<file path="config.mk">
export PLATFORM = sky130hd
export DESIGN_NAME = svacc_queue
export DESIGN_NICKNAME = d
export VERILOG_FILES = /design/src/hw/rtl/svacc_pkg.sv /design/src/hw/rtl/svacc_queue.sv
export SDC_FILE = /design/constraint.sdc
export NUM_CORES = 1
export LEC_CHECK = 0
export BUFFER_PORTS_ARGS = -buffer_cell sky130_fd_sc_hd__buf_4
export CORE_MARGIN = 2
export CORE_UTILIZATION = 51
export CTS_CLUSTER_SIZE = 24
export DETAILED_ROUTE_END_ITERATION = 8
export PLACE_DENSITY = 0.84
export SYNTH_ARGS = -nofsm -noshare
export SYNTH_HDL_FRONTEND = slang
export SYNTH_SLANG_ARGS = --single-unit
</file>
<file path="constraint.sdc">
create_clock -name clk -period 2.7 [get_ports clk]
set_clock_uncertainty 0.1 [all_clocks]
set_input_delay 0 -clock clk [delete_from_list [all_inputs] [get_ports clk]]
set_output_delay 0 -clock clk [all_outputs]
set_load 0.05 [all_outputs]
</file>
<file path="src/hw/rtl/svacc_pkg.sv">
// Package for the spectral vector accumulator: payload and command types,
// register indexes, reset values and field widths. No dependencies.
`default_nettype none

package svacc_pkg;

	// Field widths fixed by the interface
	localparam int unsigned TS_W      = 40;
	localparam int unsigned SPEC_W    = 4;
	localparam int unsigned CH_W      = 10;
	localparam int unsigned SMP_W     = 8;
	localparam int unsigned OUT_SUM_W = 32;

	// Configuration port
	localparam int unsigned CFG_IDX_W  = 2;
	localparam int unsigned CFG_DATA_W = 40;
	localparam int unsigned NCH_REG_W  = 11;
	localparam int unsigned NSPEC_W    = 5;

	localparam logic [CFG_IDX_W-1:0] REG_WINDOW_LENGTH    = 2'd0;
	localparam logic [CFG_IDX_W-1:0] REG_CHANNELS_IN_USE  = 2'd1;
	localparam logic [CFG_IDX_W-1:0] REG_SPECTRA_PER_HEAP = 2'd2;

	localparam logic [TS_W-1:0]      RST_WINDOW_LENGTH    = 40'd1048576;
	localparam logic [NCH_REG_W-1:0] RST_CHANNELS_IN_USE  = 11'd1024;
	localparam logic [NSPEC_W-1:0]   RST_SPECTRA_PER_HEAP = 5'd4;

	// Most spectra a heap may carry
	localparam logic [NSPEC_W-1:0] SPEC_MAX = 5'd16;

	// Command queue between front and back
	localparam int unsigned QUEUE_DEPTH = 4;
	localparam int unsigned QPTR_W      = 2;

	typedef struct packed {
		logic [TS_W-1:0]         heap_timestamp;
		logic [SPEC_W-1:0]       spectrum_index;
		logic [CH_W-1:0]         channel;
		logic signed [SMP_W-1:0] sample;
	} in_beat_t;

	typedef struct packed {
		logic [CH_W-1:0]             out_channel;
		logic signed [OUT_SUM_W-1:0] integrated_sum;
		logic [TS_W-1:0]             closing_timestamp;
		logic                        last_channel;
	} out_beat_t;

	// Classified sample handed from front to back
	typedef struct packed {
		logic [CH_W-1:0]         ch;
		logic signed [SMP_W-1:0] sample;
		logic [TS_W-1:0]         ts;
		logic                    emit;
		logic                    last;
	} cmd_t;

	// Queue occupancy seen by the front
	typedef struct packed {
		logic full;
		logic empty;
	} qstat_t;

endpackage

`default_nettype wire

</file>
<file path="src/hw/rtl/svacc_queue.sv">
// Short command queue between the front and the back of the accumulator.
// Uses svacc_pkg for the command and status types.
`default_nettype none

module svacc_queue (
	input  wire logic              clk,
	input  wire logic              arst_n,
	input  wire logic              push,
	input  wire svacc_pkg::cmd_t   push_cmd,
	output svacc_pkg::qstat_t      qstat,
	output logic                   pop_valid,
	input  wire logic              pop_ready,
	output svacc_pkg::cmd_t        pop_cmd
);

	svacc_pkg::cmd_t                 slots_q [svacc_pkg::QUEUE_DEPTH];
	logic [svacc_pkg::QPTR_W-1:0]    wr_ptr_q;
	logic [svacc_pkg::QPTR_W-1:0]    rd_ptr_q;
	logic [svacc_pkg::QPTR_W:0]      count_q;
	logic                            pop;

	assign qstat.full  = count_q == (svacc_pkg::QPTR_W + 1)'(svacc_pkg::QUEUE_DEPTH);
	assign qstat.empty = count_q == '0;
	assign pop_valid   = !qstat.empty;
	assign pop         = pop_valid && pop_ready;
	assign pop_cmd     = slots_q[rd_ptr_q];

	// Store a beat at the tail
	always_ff @(posedge clk) begin
		if (push) begin
			slots_q[wr_ptr_q] <= push_cmd;
		end
	end

	// Advance pointers and occupancy
	always_ff @(posedge clk or negedge arst_n) begin
		if (!arst_n) begin
			wr_ptr_q <= '0;
			rd_ptr_q <= '0;
			count_q  <= '0;
		end else begin
			if (push) begin
				wr_ptr_q <= wr_ptr_q + svacc_pkg::QPTR_W'(1);
			end
			if (pop) begin
				rd_ptr_q <= rd_ptr_q + svacc_pkg::QPTR_W'(1);
			end
			case ({push, pop})
				2'b10:   count_q <= count_q + (svacc_pkg::QPTR_W + 1)'(1);
				2'b01:   count_q <= count_q - (svacc_pkg::QPTR_W + 1)'(1);
				default: count_q <= count_q;
			endcase
		end
	end

endmodule

`default_nettype wire

</file>
# [Word level (Yosys, flattened, before mapping)]
# Memories as Yosys holds them, arrays and structs flattened.
# Cells that the tools add are included.
[word_totals] ff_bits=7 wordCells=18 mem_bits_ro=0 mem_bits_rw=240 latchBits=0 output_inout_bits=63 mem_count=1 in_bits=64
[op_classes] muxes=3 n_addsub=4 eq_ne=3 reduce_logical=4 shift=0 mul=0 order_cmp=0 bitwise=0 div_mod_pow=0
[mem_list] name="slots_q" words=4 word_bits=60 read_ports=1 rd_clocked_by_memory_dff=0 write_ports=1 line_no="svacc_queue.sv:16" rtl="svacc_pkg::cmd_t slots_q [svacc_pkg::QUEUE_DEPTH];"
[ops] operator="$pmux W3 S2" n=1
[ops] operator="$add A2 B1 Y2 const B" n=2
[ops] operator="$add A3 B1 Y3 const B" n=1
[ops] operator="$eq A3 B3 Y1 const B" n=1
[ops] operator="$logic_not A3 Y1" n=1
[ops] operator="$sub A3 B1 Y3 const B" n=1
[ops] operator="$eq A2 B1 Y1 const B" n=1
[ops] operator="$eq A2 B2 Y1 const B" n=1
[ops] operator="$mux W1" n=2
[ops] operator="$reduce_bool A2 Y1" n=1
[ops] operator="$logic_and A1 B1 Y1" n=1
[ops] operator="$logic_not A1 Y1" n=1

# [Longest topological paths before layout]
[depth] ltp_word=5 depth_mapped=7

# [Worst setup path after synthesis]
# No wires, ideal clock.
[synth_path] path_kind="flip-flop to flip-flop" from="reg wr_ptr_q[0] (netlist bit)" to="mem slots_q[2][0] (netlist bit), enable pin" setup_ns=0.424 period_less_slack_ns=2.561 t_arrival_ns=2.037 path_slack_ns=0.139 path_stages_with_launch=4 t_required_ns=2.176 cell_sequence="dfrtp_1 inv_1 ha_1 and2_1"
[synth_rtl] element="from (decl)" line_no="svacc_queue.sv:17" rtl="logic [svacc_pkg::QPTR_W-1:0] wr_ptr_q;"
[synth_rtl] element="from (signal assigned)" line_no="svacc_queue.sv:43" rtl="wr_ptr_q <= wr_ptr_q + svacc_pkg::QPTR_W'(1);"
[synth_rtl] element="to (decl)" line_no="svacc_queue.sv:16"
# Straight into the memory's write port.

==> flow_summary.yaml <==
run_status:
  status: "finished clean"
cts:
  path_clk_slew_ps: 60
  clock_path_buffers: 3
  worstSkewPairLatency_ps: 510
  cts_buffers: 25
  cts-root-buf: "clkbuf_16"
  tritoncts: "built"
  htreeDepth: 1
  cts_sinks: 247
min_path:
  hp-start: "push_cmd[47]"
  hold_depth: 2
  hold_class: "in -> reg"
  hold_end: "slots_q[3][47]$_DFFE_PP_"
setup_path:
  crit_cells: 3
  crit_family: "flip-flops"
  r2r_cells: 4
  critPathKind: "reg -> out"
  path_buf_inv: 2
  required_ps: 2600
  cp_slowest_stage_delay_ps: 590
  start_kind: "flip-flop"
  worstSetupEndpointType: "output port"
  crit_chain: "buf_12 -> mux4_1 -> buf_4"
  r2r-start: "wr_ptr_q[0]$_DFFE_PN0P_"
  crit_fanout: 28
  r2r_end: "slots_q[0][56]$_DFFE_PP_"
  arrival_ps: 2210
  worst-r2r-setup-slack_ps: 790
  slowest_stage: "dfrtp_4"
layout:
  syn_to_final_growth_pct: 30.2
  diodes: 0
  fin_cells: 809
  fin_nets: 636
  nFillCells: 1080
  drive_gt1_share_pct: 40.8
floorplanning:
  die-area_mm2: 0.0190
  dieWidth_um: 138
  start_util_pct: 52.5
  row_count: 48
  die_h_um: 138
  core_mm2: 0.0174
  io_pins: 127
pwr:
  p_comb_share_pct: 39.0
  switching_power_uw: 5300
  p_seq_share_pct: 35.7
  p_sw_share_pct: 36.0
  ir_drop_uv: 889
  p_int_uw: 9430
  p_total_uw: 14700
  power.share.clock_pct: 25.2
  powerDensity_mw_per_mm2: 1240
  p_leak_uw: 0.00420
global_routing:
  antenna_found_initial: 0
  grt_max_degree: 39
  grt.total_usage_pct: 18.6
  grt_pass1_wl_um: 26200
  grt-ovfl-total: 0
  grt_pass1_vias: 4731
timing:
  maxSlewViolCount: 0
  tns_ps: 0
  hold_viol: 0
  fmax_ghz: 0.432
  rsz0062_at_grt: "no"
  relSlewSlack_pct: 58.8
  setup_viol_count_final: 0
  finalCritPeriodShare_pct: 85.6
  tightest_slew_ps: 618
  fin_crit_ps: 2310
logic_synthesis:
  synthCells: 352
  postSynthAreaPerCell_um2: 26.0
  yosys_warnings: 0
  ys_ff_latch: 247
  syn_nets: 422
  synth_cell_types: 21
  yosysSeqAreaShare_pct: 80.8
  synth_area_mm2: 0.00914
job:
  maxCapViolations: 0
placed_design:
  hpwlAfterDp_um: 9810
  dp_cells: 700
  gp_congestion: 0.683
  portBuffers: 126
route:
  ant_nets: 0
  drt_iter0_markers: 318
  viasPerCell: 5.35
  via_count: 4329
  drc: 0
  wl_per_cell_um: 21.1
  wl_um: 17100
  dr.pass1.iters: 4
synthesized netlist by cell type:
library cell	number	area share, %
mux4_1	2	0.57
buf_2	6	0.33
fa_1	1	0.22
dfrtp_1	7	1.9
xor2_1	4	0.38
o21ai_0	1	0.055
ha_1	5	0.68
buf_12	6	1.3
nand2_1	2	0.082
buf_6	1	0.12
edfxtp_1	240	79
inv_1	7	0.29
mux2i_1	1	0.11
o31a_1	1	0.096
or3_1	1	0.068
and3_1	1	0.068
xnor2_1	2	0.19
and2_1	4	0.27
nor2_1	1	0.041
clkbuf_1	1	0.041
mux4_2	58	14
repair_timing:
action | in CTS | in global routing
endpoints found under the hold margin | 253 | 0
hold buffers | 64 | 0
setup buffers | 0 | 0
gates resized for setup | 0 | 0
area by class of cell:
class                   count  area (um2)  area share [%]
well taps                 225         282            2.37
clock buffers              29         641            5.38
inverters                   7        26.3           0.221
clock inverters            16         256            2.16
flip-flops and latches    247        7390            62.1
multi-input cells          84        1580            13.2
repair buffers            201        1730            14.6
worst register-to-register path: stages, from the launching register on:
cell,delay (ps)
dfrtp_1,430
inv_1,110
ha_1,150
and2_4,460
buf_4,340
logic make-up after synthesis:
logic type,Yosys count,synth area share [%]
simple gates,9,0.534
buf+inv,21,2.09
flops,247,80.8
mux,61,15.0
fa+ha+maj,6,0.903
compound gates,2,0.151
xor+xnor,6,0.575
registers in the layout, summed over array words and instances, names as in the netlist:
register / flops
wr_ptr_q: 2
rd_ptr_q: 2
slots_q: 240
count_q: 3
per-layer routing:
layer | part of all wire, % | vias to the layer above | global-route usage, %
met1 | 39 | 2212 | 23.5
met4 | 2.3 | 0 | 5.27
met2 | 53 | 150 | 32.9
met5 | 0 | - | 0
met3 | 6.0 | 38 | 3.84
li1 | - | 1929 | -
metrics by stage:
stage / utilization [%] / setup WS, ps / area [um2] / hold slack, ps
2_1_floorplan: - / 139 / 9140 / -396
3_3_place_gp: 59.5 / 850 / 10400 / -286
3_5_place_dp: 59.5 / 771 / 10400 / -282
4_1_cts: 68.3 / 333 / 11900 / 106
5_1_grt: 68.3 / 258 / 11900 / 117
6_report: 68.3 / 388 / 11900 / 128
cell usage in the layout, fill, tap and decap left out:
cell,n
o31a_1,1
xor2_1,4
o21ai_0,1
dfrtp_1,5
or3_1,1
buf_4,132
xnor2_1,2
clkbuf_16,25
nand2_1,2
buf_12,5
bufinv_16,7
clkinv_2,3
fa_1,1
mux2i_1,1
ha_1,5
edfxtp_1,240
nor2_1,1
clkinvlp_4,1
clkinv_1,4
inv_6,1
clkbuf_1,4
and2_4,4
dfrtp_4,1
dlygate4sd3_1,64
mux4_1,2
and3_1,1
dfrtp_2,1
inv_1,7
mux4_2,58
power groups by stage:
| stage | clock, uW | combinational (uW) | sequential [uW] |
|---|---|---|---|
| floorplan | 0 | 4320 | 5240 |
| global placement | 0 | 5670 | 5280 |
| detailed placement | 0 | 5720 | 5350 |
| CTS | 3790 | 5830 | 5270 |
| global route | 3940 | 6050 | 5340 |
| finish | 3720 | 5750 | 5270 |
how the worst max path moves through the flow:
stage / end / from
floorplan: slots_q[2][0]$_DFFE_PP_ / wr_ptr_q[0]$_DFFE_PN0P_
global placement: slots_q[0][56]$_DFFE_PP_ / wr_ptr_q[0]$_DFFE_PN0P_
detailed placement: slots_q[0][56]$_DFFE_PP_ / wr_ptr_q[0]$_DFFE_PN0P_
CTS: pop_cmd[0] / rd_ptr_q[0]$_DFFE_PN0P_
global route: pop_cmd[34] / rd_ptr_q[0]$_DFFE_PN0P_
finish: pop_cmd[0] / rd_ptr_q[0]$_DFFE_PN0P_
Note: power is estimated with default switching activity, not from simulation.
