[config.mk]
export PLATFORM = sky130hd
export DESIGN_NAME = svacc_front
export DESIGN_NICKNAME = d
export VERILOG_FILES = /design/src/hw/rtl/svacc_pkg.sv /design/src/hw/rtl/svacc_front.sv
export SDC_FILE = /design/constraint.sdc
export NUM_CORES = 1
export LEC_CHECK = 0
export BUFFER_PORTS_ARGS = -buffer_cell sky130_fd_sc_hd__buf_2
export CAP_MARGIN = 15
export CORE_ASPECT_RATIO = 0.6
export CORE_UTILIZATION = 57
export DETAILED_ROUTE_END_ITERATION = 10
export GPL_ROUTABILITY_DRIVEN = 0
export MAX_ROUTING_LAYER = met4
export PLACE_DENSITY = 0.8
export RECOVER_POWER = 50
export SYNTH_ARGS = -nofsm -noshare
export SYNTH_HDL_FRONTEND = slang
export SYNTH_SLANG_ARGS = --single-unit
[constraint.sdc]
create_clock -name clk -period 6.41 [get_ports clk]
set_input_delay 0.3205 -clock clk [delete_from_list [all_inputs] [get_ports clk]]
set_output_delay 0.3205 -clock clk [all_outputs]
set_load 0.005 [all_outputs]
[src/hw/rtl/svacc_pkg.sv]
// Package for the spectral vector accumulator: payload and command types,
// register indexes, reset values and field widths. No dependencies.
`default_nettype none

package svacc_pkg;

	// Field widths fixed by the interface
	localparam int unsigned TS_W      = 40;
	localparam int unsigned SPEC_W    = 4;
	localparam int unsigned CH_W      = 10;
	localparam int unsigned SMP_W     = 8;
	localparam int unsigned OUT_SUM_W = 32;

	// Configuration port
	localparam int unsigned CFG_IDX_W  = 2;
	localparam int unsigned CFG_DATA_W = 40;
	localparam int unsigned NCH_REG_W  = 11;
	localparam int unsigned NSPEC_W    = 5;

	localparam logic [CFG_IDX_W-1:0] REG_WINDOW_LENGTH    = 2'd0;
	localparam logic [CFG_IDX_W-1:0] REG_CHANNELS_IN_USE  = 2'd1;
	localparam logic [CFG_IDX_W-1:0] REG_SPECTRA_PER_HEAP = 2'd2;

	localparam logic [TS_W-1:0]      RST_WINDOW_LENGTH    = 40'd1048576;
	localparam logic [NCH_REG_W-1:0] RST_CHANNELS_IN_USE  = 11'd1024;
	localparam logic [NSPEC_W-1:0]   RST_SPECTRA_PER_HEAP = 5'd4;

	// Most spectra a heap may carry
	localparam logic [NSPEC_W-1:0] SPEC_MAX = 5'd16;

	// Command queue between front and back
	localparam int unsigned QUEUE_DEPTH = 4;
	localparam int unsigned QPTR_W      = 2;

	typedef struct packed {
		logic [TS_W-1:0]         heap_timestamp;
		logic [SPEC_W-1:0]       spectrum_index;
		logic [CH_W-1:0]         channel;
		logic signed [SMP_W-1:0] sample;
	} in_beat_t;

	typedef struct packed {
		logic [CH_W-1:0]             out_channel;
		logic signed [OUT_SUM_W-1:0] integrated_sum;
		logic [TS_W-1:0]             closing_timestamp;
		logic                        last_channel;
	} out_beat_t;

	// Classified sample handed from front to back
	typedef struct packed {
		logic [CH_W-1:0]         ch;
		logic signed [SMP_W-1:0] sample;
		logic [TS_W-1:0]         ts;
		logic                    emit;
		logic                    last;
	} cmd_t;

	// Queue occupancy seen by the front
	typedef struct packed {
		logic full;
		logic empty;
	} qstat_t;

endpackage

`default_nettype wire

[src/hw/rtl/svacc_front.sv]
// Front end of the spectral vector accumulator: configuration registers,
// window tracking and classification of each sample. Uses svacc_pkg.
`default_nettype none

module svacc_front #(
	parameter int unsigned MAX_CHANNELS = 1024
) (
	input  wire logic                               clk,
	input  wire logic                               arst_n,
	input  wire logic                               cfg_wen,
	input  wire logic [svacc_pkg::CFG_IDX_W-1:0]    cfg_idx,
	input  wire logic [svacc_pkg::CFG_DATA_W-1:0]   cfg_wdata,
	input  wire logic                               in_valid,
	output logic                                    in_ready,
	input  wire svacc_pkg::in_beat_t                in_data,
	input  wire svacc_pkg::qstat_t                  qstat,
	input  wire logic                               clr_busy,
	output logic                                    push,
	output svacc_pkg::cmd_t                         cmd
);

	localparam int unsigned NW = $clog2(MAX_CHANNELS + 1);
	localparam int unsigned CW = (NW > svacc_pkg::NCH_REG_W) ? NW : svacc_pkg::NCH_REG_W;

	logic [svacc_pkg::TS_W-1:0]      wl_q;
	logic [svacc_pkg::NCH_REG_W-1:0] nch_q;
	logic [svacc_pkg::NSPEC_W-1:0]   nspec_q;
	logic                            win_open_q;
	logic [svacc_pkg::TS_W-1:0]      win_start_q;

	logic [CW-1:0]                   nch_x;
	logic [CW-1:0]                   nch_eff;
	logic [CW-1:0]                   ch_x;
	logic [svacc_pkg::NSPEC_W-1:0]   nspec_eff;
	logic [svacc_pkg::TS_W-1:0]      start;
	logic [svacc_pkg::TS_W-1:0]      elapsed;
	logic                            in_use;
	logic                            spec_last;
	logic                            emit;
	logic                            last;

	// Write configuration registers
	always_ff @(posedge clk or negedge arst_n) begin
		if (!arst_n) begin
			wl_q    <= svacc_pkg::RST_WINDOW_LENGTH;
			nch_q   <= svacc_pkg::RST_CHANNELS_IN_USE;
			nspec_q <= svacc_pkg::RST_SPECTRA_PER_HEAP;
		end else if (cfg_wen) begin
			case (cfg_idx)
				svacc_pkg::REG_WINDOW_LENGTH: begin
					wl_q <= cfg_wdata[svacc_pkg::TS_W-1:0];
				end
				svacc_pkg::REG_CHANNELS_IN_USE: begin
					nch_q <= cfg_wdata[svacc_pkg::NCH_REG_W-1:0];
				end
				svacc_pkg::REG_SPECTRA_PER_HEAP: begin
					nspec_q <= cfg_wdata[svacc_pkg::NSPEC_W-1:0];
				end
				default: begin
				end
			endcase
		end
	end

	// Clamp channel and spectrum counts into their usable ranges
	always_comb begin
		nch_x = CW'(nch_q);
		if (nch_x == '0) begin
			nch_eff = CW'(1);
		end else if (nch_x > CW'(MAX_CHANNELS)) begin
			nch_eff = CW'(MAX_CHANNELS);
		end else begin
			nch_eff = nch_x;
		end
		if (nspec_q == '0) begin
			nspec_eff = svacc_pkg::NSPEC_W'(1);
		end else if (nspec_q > svacc_pkg::SPEC_MAX) begin
			nspec_eff = svacc_pkg::SPEC_MAX;
		end else begin
			nspec_eff = nspec_q;
		end
	end

	// Classify the sample: in use, closes the window, last channel
	always_comb begin
		ch_x      = CW'(in_data.channel);
		in_use    = ch_x < nch_eff;
		last      = ch_x == (nch_eff - CW'(1));
		spec_last = svacc_pkg::NSPEC_W'(in_data.spectrum_index) ==
			(nspec_eff - svacc_pkg::NSPEC_W'(1));
		start     = win_open_q ? win_start_q : in_data.heap_timestamp;
		elapsed   = in_data.heap_timestamp - start;
		emit      = spec_last && !(elapsed < wl_q);
	end

	assign in_ready = !qstat.full && !clr_busy;
	assign push     = in_valid && in_ready && in_use;

	always_comb begin
		cmd.ch     = in_data.channel;
		cmd.sample = in_data.sample;
		cmd.ts     = in_data.heap_timestamp;
		cmd.emit   = emit;
		cmd.last   = last;
	end

	// Open the window on the first sample, restart it after the last channel emits
	always_ff @(posedge clk or negedge arst_n) begin
		if (!arst_n) begin
			win_open_q  <= 1'b0;
			win_start_q <= '0;
		end else if (push) begin
			win_open_q <= 1'b1;
			if (!win_open_q || (emit && last)) begin
				win_start_q <= in_data.heap_timestamp;
			end
		end
	end

endmodule

`default_nettype wire

-- Yosys cells after proc, flatten, opt, wreduce, memory -nomap -nowiden
Index checks and enable logic that the tools add are counted.
- multiplexer cells: 5
- $mul: 0
- divide/modulo/power cells: 0
- $lt $le $gt $ge: 4
- bitwise operators: 0
- shift operators: 0
- $add $sub $neg: 3
- eq/ne operators: 4
- reduce and logical (&&, ||, !) cells: 17
- operators with widths (operator ; number):
    $lt A40 B40 Y1 ; 1
    $mux W40 ; 1
    $sub A40 B40 Y40 ; 1
    $mux W11 ; 2
    $eq A10 B11 Y1 ; 1
    $gt A11 B11 Y1 const B ; 1
    $logic_not A11 Y1 ; 1
    $lt A10 B11 Y1 ; 1
    $sub A11 B1 Y11 const B ; 1
    $mux W5 ; 2
    $reduce_and A2 Y1 ; 4
    $eq A4 B5 Y1 ; 1
    $gt A5 B5 Y1 const B ; 1
    $logic_and A1 B1 Y1 ; 5
    $logic_not A5 Y1 ; 1
    $sub A5 B1 Y5 const B ; 1
    $logic_not A1 Y1 ; 4
    $eq A2 B1 Y1 const B ; 1
    $eq A2 B2 Y1 const B ; 1
    $logic_not A2 Y1 ; 1
    $logic_or A1 B1 Y1 ; 1
- bits in read-only memories: 0
- register bits: 97
- bits in latches: 0
- bits in writable memories: 0
- bits of input ports: 111
- word-level logic and storage cells: 38
- memories kept: 0

-- Longest topological paths before layout
- depth after elaboration: 9
- depth in mapped cells: 27

-- Worst setup path before layout
OpenSTA, ideal clock, no wires.
- path kind: reg-to-reg
- from: register win_open_q
- to: register win_start_q[0] in the netlist's numbering
- period minus slack after synthesis: 5.697 ns
- stages on the path, launching flop included: 24
- setup time: 0.125 ns
- setup slack: 0.713 ns
- data arrival time: 5.572 ns
- path through: dfrtp_1 > clkbuf_1 > buf_1 > mux2i_1 > ha_1 > and3_1 > a31o_2 > o21ai_1 > o21ai_1 > or2_1 > a31o_2 > a211o_1 > a2111o_1 > nand3_1 > ha_1 > a21o_1 > a21oi_1 > nand2_1 > or4b_1 > a221o_1 > nand4b_1 > a21bo_4 > buf_12 > mux2_4
- word-level cells in the longest chain between the ends: 8
- ends and longest elaborated chain (item ; line ; text):
    start: declaration ; svacc_front.sv:28 ; logic win_open_q;
    start signal: assignment ; svacc_front.sv:110 ; win_open_q <= 1'b0;
    start signal: assignment ; svacc_front.sv:113 ; win_open_q <= 1'b1;
    $mux W40 ; svacc_front.sv:91 ; start = win_open_q ? win_start_q : in_data.heap_timestamp;
    $sub A40 B40 Y40 ; svacc_front.sv:92 ; elapsed = in_data.heap_timestamp - start;
    $lt A40 B40 Y1 ; svacc_front.sv:93 ; emit = spec_last && !(elapsed < wl_q);
    $logic_not A1 Y1 ; svacc_front.sv:93 ;
    $logic_and A1 B1 Y1 ; svacc_front.sv:93 ;
    via emit ; svacc_front.sv:39 ; logic emit;
    $logic_and A1 B1 Y1 ; svacc_front.sv:114 ; if (!win_open_q || (emit && last)) begin
    $logic_or A1 B1 Y1 ; svacc_front.sv:114 ;
    $reduce_and A2 Y1 (no line) ; n/a ;
    end signal: assignment ; svacc_front.sv:115 ; win_start_q <= in_data.heap_timestamp;
    end: declaration ; svacc_front.sv:29 ; logic [svacc_pkg::TS_W-1:0] win_start_q;
The timed path passes the listed nets, and every way through them passes these cells.
A chain may end at the register's enable or synchronous reset.

-- Final worst setup path
- from: register win_open_q
- to: register win_start_q[0] in the netlist's numbering
- word-level cells in the longest chain between the ends: 8
- ends and longest elaborated chain (item ; line):
    $mux W40 ; svacc_front.sv:91
    $sub A40 B40 Y40 ; svacc_front.sv:92
    $lt A40 B40 Y1 ; svacc_front.sv:93
    $logic_not A1 Y1 ; svacc_front.sv:93
    $logic_and A1 B1 Y1 ; svacc_front.sv:93
    $logic_and A1 B1 Y1 ; svacc_front.sv:114
    $logic_or A1 B1 Y1 * ; svacc_front.sv:114
    $reduce_and A2 Y1 (no line) * ; n/a
Mark *: on every way between the ends. The rest lies on a longest branch, timed or not.

==> metrics.yaml <==
outcome: "finished, violations left"
violations: "max-capacitance violations, max-slew violations"
ant_nets: 0
p_clk_frac: 0.152
drt_iter0_markers: 465
intPower_w: 0.00231
cts_buffers: 9
path_max_fanout: 40
routedWlPerCell_um: 16.2
vias: 6822
die_w_um: 159
synth_area_leaders: "dfrtp_1 28%, ha_1 14%, mux2_4 7.1%"
ys_ff_latch: 97
max_slew_margin: -0.953
yosysWarningCount: 0
grt_util_all_layers: 0.266
holdPathStages: 3
crit_type: "reg -> reg"
first_pass_iters: 5
async_reset_ff_frac: 1.00
slowest_stage: "a2111oi_1"
min-delay-path-class: "in -> reg"
start_util: 0.599
core_area_um2: 14000
rr_worst_depth: 24
synth_common_cells: "94 x dfrtp_1, 91 x ha_1, 80 x nand2_1"
postSynthAreaPerCell_um2: 9.34
rows: 33
yosysSeqAreaShare: 0.289
routed_wl_um: 19300
clk_path_buf_depth: 2
hold_viol: 0
die_area_um2: 15300
ys_types: 71
avgViaCountPerCell: 5.74
critical-path-max-stage-delay_ns: 0.56
antenna_cells: 0
drive_gt1_frac: 0.202
setup_viol: 0
maxCapViolations: 2
ir_drop_mv: 0.190
area_growth_syn_to_layout_pct: 9.51
slew_viol_final: 126
p_leak_nw: 4.67
finalCritPeriodShare: 0.968
hold_slack_ns: 0.159
fin_skew_ns: 0.0123
nNetsFinal: 1195
netlist_instances: 900
finish.utilization: 0.656
end_kind: "flop"
tritoncts: "built"
synth_enable_flop_cells: 0
path_cells: "buf_12 > buf_4 > mux2i_1 > ha_1 > a21oi_1 > nand2_1 > o21ai_1 > o31ai_1 > nor2_1 > o21ai_1 > a2111oi_1 > nor3_1 > xor2_1 > ha_1 > a21o_1 > a21o_1 > a21oi_1 > nand2_1 > or4b_1 > a221o_1 > nand4b_1 > a21bo_4 > buf_16 > mux2_4"
rsz0062_at_grt: "no"
grt_first_pass_wirelength_um: 31000
grt_pass1_vias: 6178
netlist.area_leader.share: 0.280
swShare: 0.414
cts_num_sinks: 97
finalSetupTns_ns: 0
drc: 0
power.density_nw_per_um2: 429
ys.flop_type: "dfrtp_1"
die_y_um: 96.1
critPathLaunchType: "flop"
clock_latency_ns: 0.35
syn_nets: 1103
cts-root-buf: "clkbuf_16"
power_switching_w: 0.00163
port-buffer-count: 155
yosysTopAreaCell: "dfrtp_1"
overflow: 0
grt_max_degree: 80
arrival_ns: 6.44
power_w: 0.00395
synth_most_common_cell: "dfrtp_1"
p_comb_frac: 0.611
htreeDepth: 3
seqPwrFrac: 0.236
clkTransAtPathRegs_ns: 0.07
required_ns: 6.64
antenna_found_initial: 0
worst_pin_slew_ns: 2.93
hpwl_um: 14600
fin_crit_ns: 6.21
max_freq_ghz: 0.161
netlist_area_um2: 8410
io_pins: 173
[cells by family (layout without fill, tap and decap cells)]
kind of cell	count (synthesis)	after routing	synth area share
AO/OA/AOI/OAI	225	225	0.170
XOR/XNOR	43	43	0.0448
adder cells (fa/ha/maj)	93	93	0.139
buffers and inverters	149	246	0.103
flip-flops	97	97	0.289
multiplexers	96	96	0.141
AND/OR/NAND/NOR	197	197	0.113
[critical path: cells and delay by family, from the launching register on]
family	cells	cell delay, ns
buf+inv	3	0.57
compound gates	10	2.44
mux	2	0.45
fa+ha+maj	2	0.67
simple gates	6	1.22
flops	1	0.53
xor+xnor	1	0.18
[power by group through the flow]
stage               Clock [W]  Combinational, W  Sequential (W)
detailed placement          0           0.00236        0.000931
global placement            0           0.00227        0.000927
CTS                  0.000612           0.00239        0.000928
global route         0.000633           0.00271        0.000953
floorplan                   0           0.00190        0.000883
finish               0.000601           0.00241        0.000933
[path summary, 6_finish.rpt]
path,start,end,slack [ns]
setup reg to reg,win_open_q$_DFFE_PN0P_,win_start_q[0]$_DFFE_PN0P_,0.20
min in group asynchronous,arst_n,wl_q[16]$_DFFE_PN0P_,1.25
max in group asynchronous,arst_n,win_start_q[10]$_DFFE_PN0P_,3.38
hold / removal,cfg_wdata[34],wl_q[34]$_DFFE_PN0P_,0.16
setup / recovery,win_open_q$_DFFE_PN0P_,win_start_q[0]$_DFFE_PN0P_,0.20
hold reg to reg,win_start_q[5]$_DFFE_PN0P_,win_start_q[5]$_DFFE_PN0P_,0.51
[timing repair]
action	4_1_cts	5_1_grt
buffers inserted	0	6
hold endpoints to repair	42	0
endpoints found under the setup margin	0	40
hold buffers	1	0
resized for setup	0	3
[through the flow]
stage	instance area [µm²]	cells	setup WS, ns
after global routing	9210	1189	0.0203
after global placement	8870	1166	0.448
after detailed placement	8870	1166	0.270
after floorplan	8410	900	0.713
final	9210	1189	0.205
after CTS	9220	1183	0.253
[placed cells by master, fill, tap and decap left out, types with 4 or more instances in the layout]
cell type,netlist,final
o21a_1,5,5
dfrtp_1,94,93
mux2_4,40,40
o21bai_1,10,10
inv_1,60,60
clkbuf_1,15,55
nor4_1,4,4
ha_1,91,91
a21oi_1,61,61
o22ai_1,4,4
a21o_1,29,29
o211ai_1,8,8
nor2_1,33,33
o21ai_0,58,58
mux2_2,17,17
mux2i_1,39,39
nand2b_1,5,5
o21ai_1,8,8
nand3_1,17,17
a31oi_1,5,5
buf_4,60,9
xnor2_1,23,23
nor2b_1,7,7
clkbuf_16,0,9
o31ai_1,4,4
nand2_1,80,80
a211oi_1,4,4
nor3b_1,4,4
nor3_1,15,15
buf_2,1,102
xor2_1,20,20
nand4_1,11,11
[metal layers]
layer / track usage / wire length, µm / vias to the layer above
met3: 0.0513 / 1320 / 18
met5: - / 0 / -
met2: 0.386 / 8000 / 247
met4: 0.0542 / 165 / 0
li1: - / - / 3341
met1: 0.385 / 9760 / 3216
[final cells by class]
type	instances	area [µm²]
multi-input cells	654	5110
fillers	1245	4830
flip-flops and latches	97	2430
repair buffers	169	858
clock buffers	12	256
well taps	192	240
inverters	61	229
clock inverters	4	76.3
[state kept, by name, indices dropped and copies added, names as in the netlist]
name         flops
nch_q           11
wl_q            40
nspec_q          5
win_open_q       1
win_start_q     40
(Power assumes the default switching activity.)
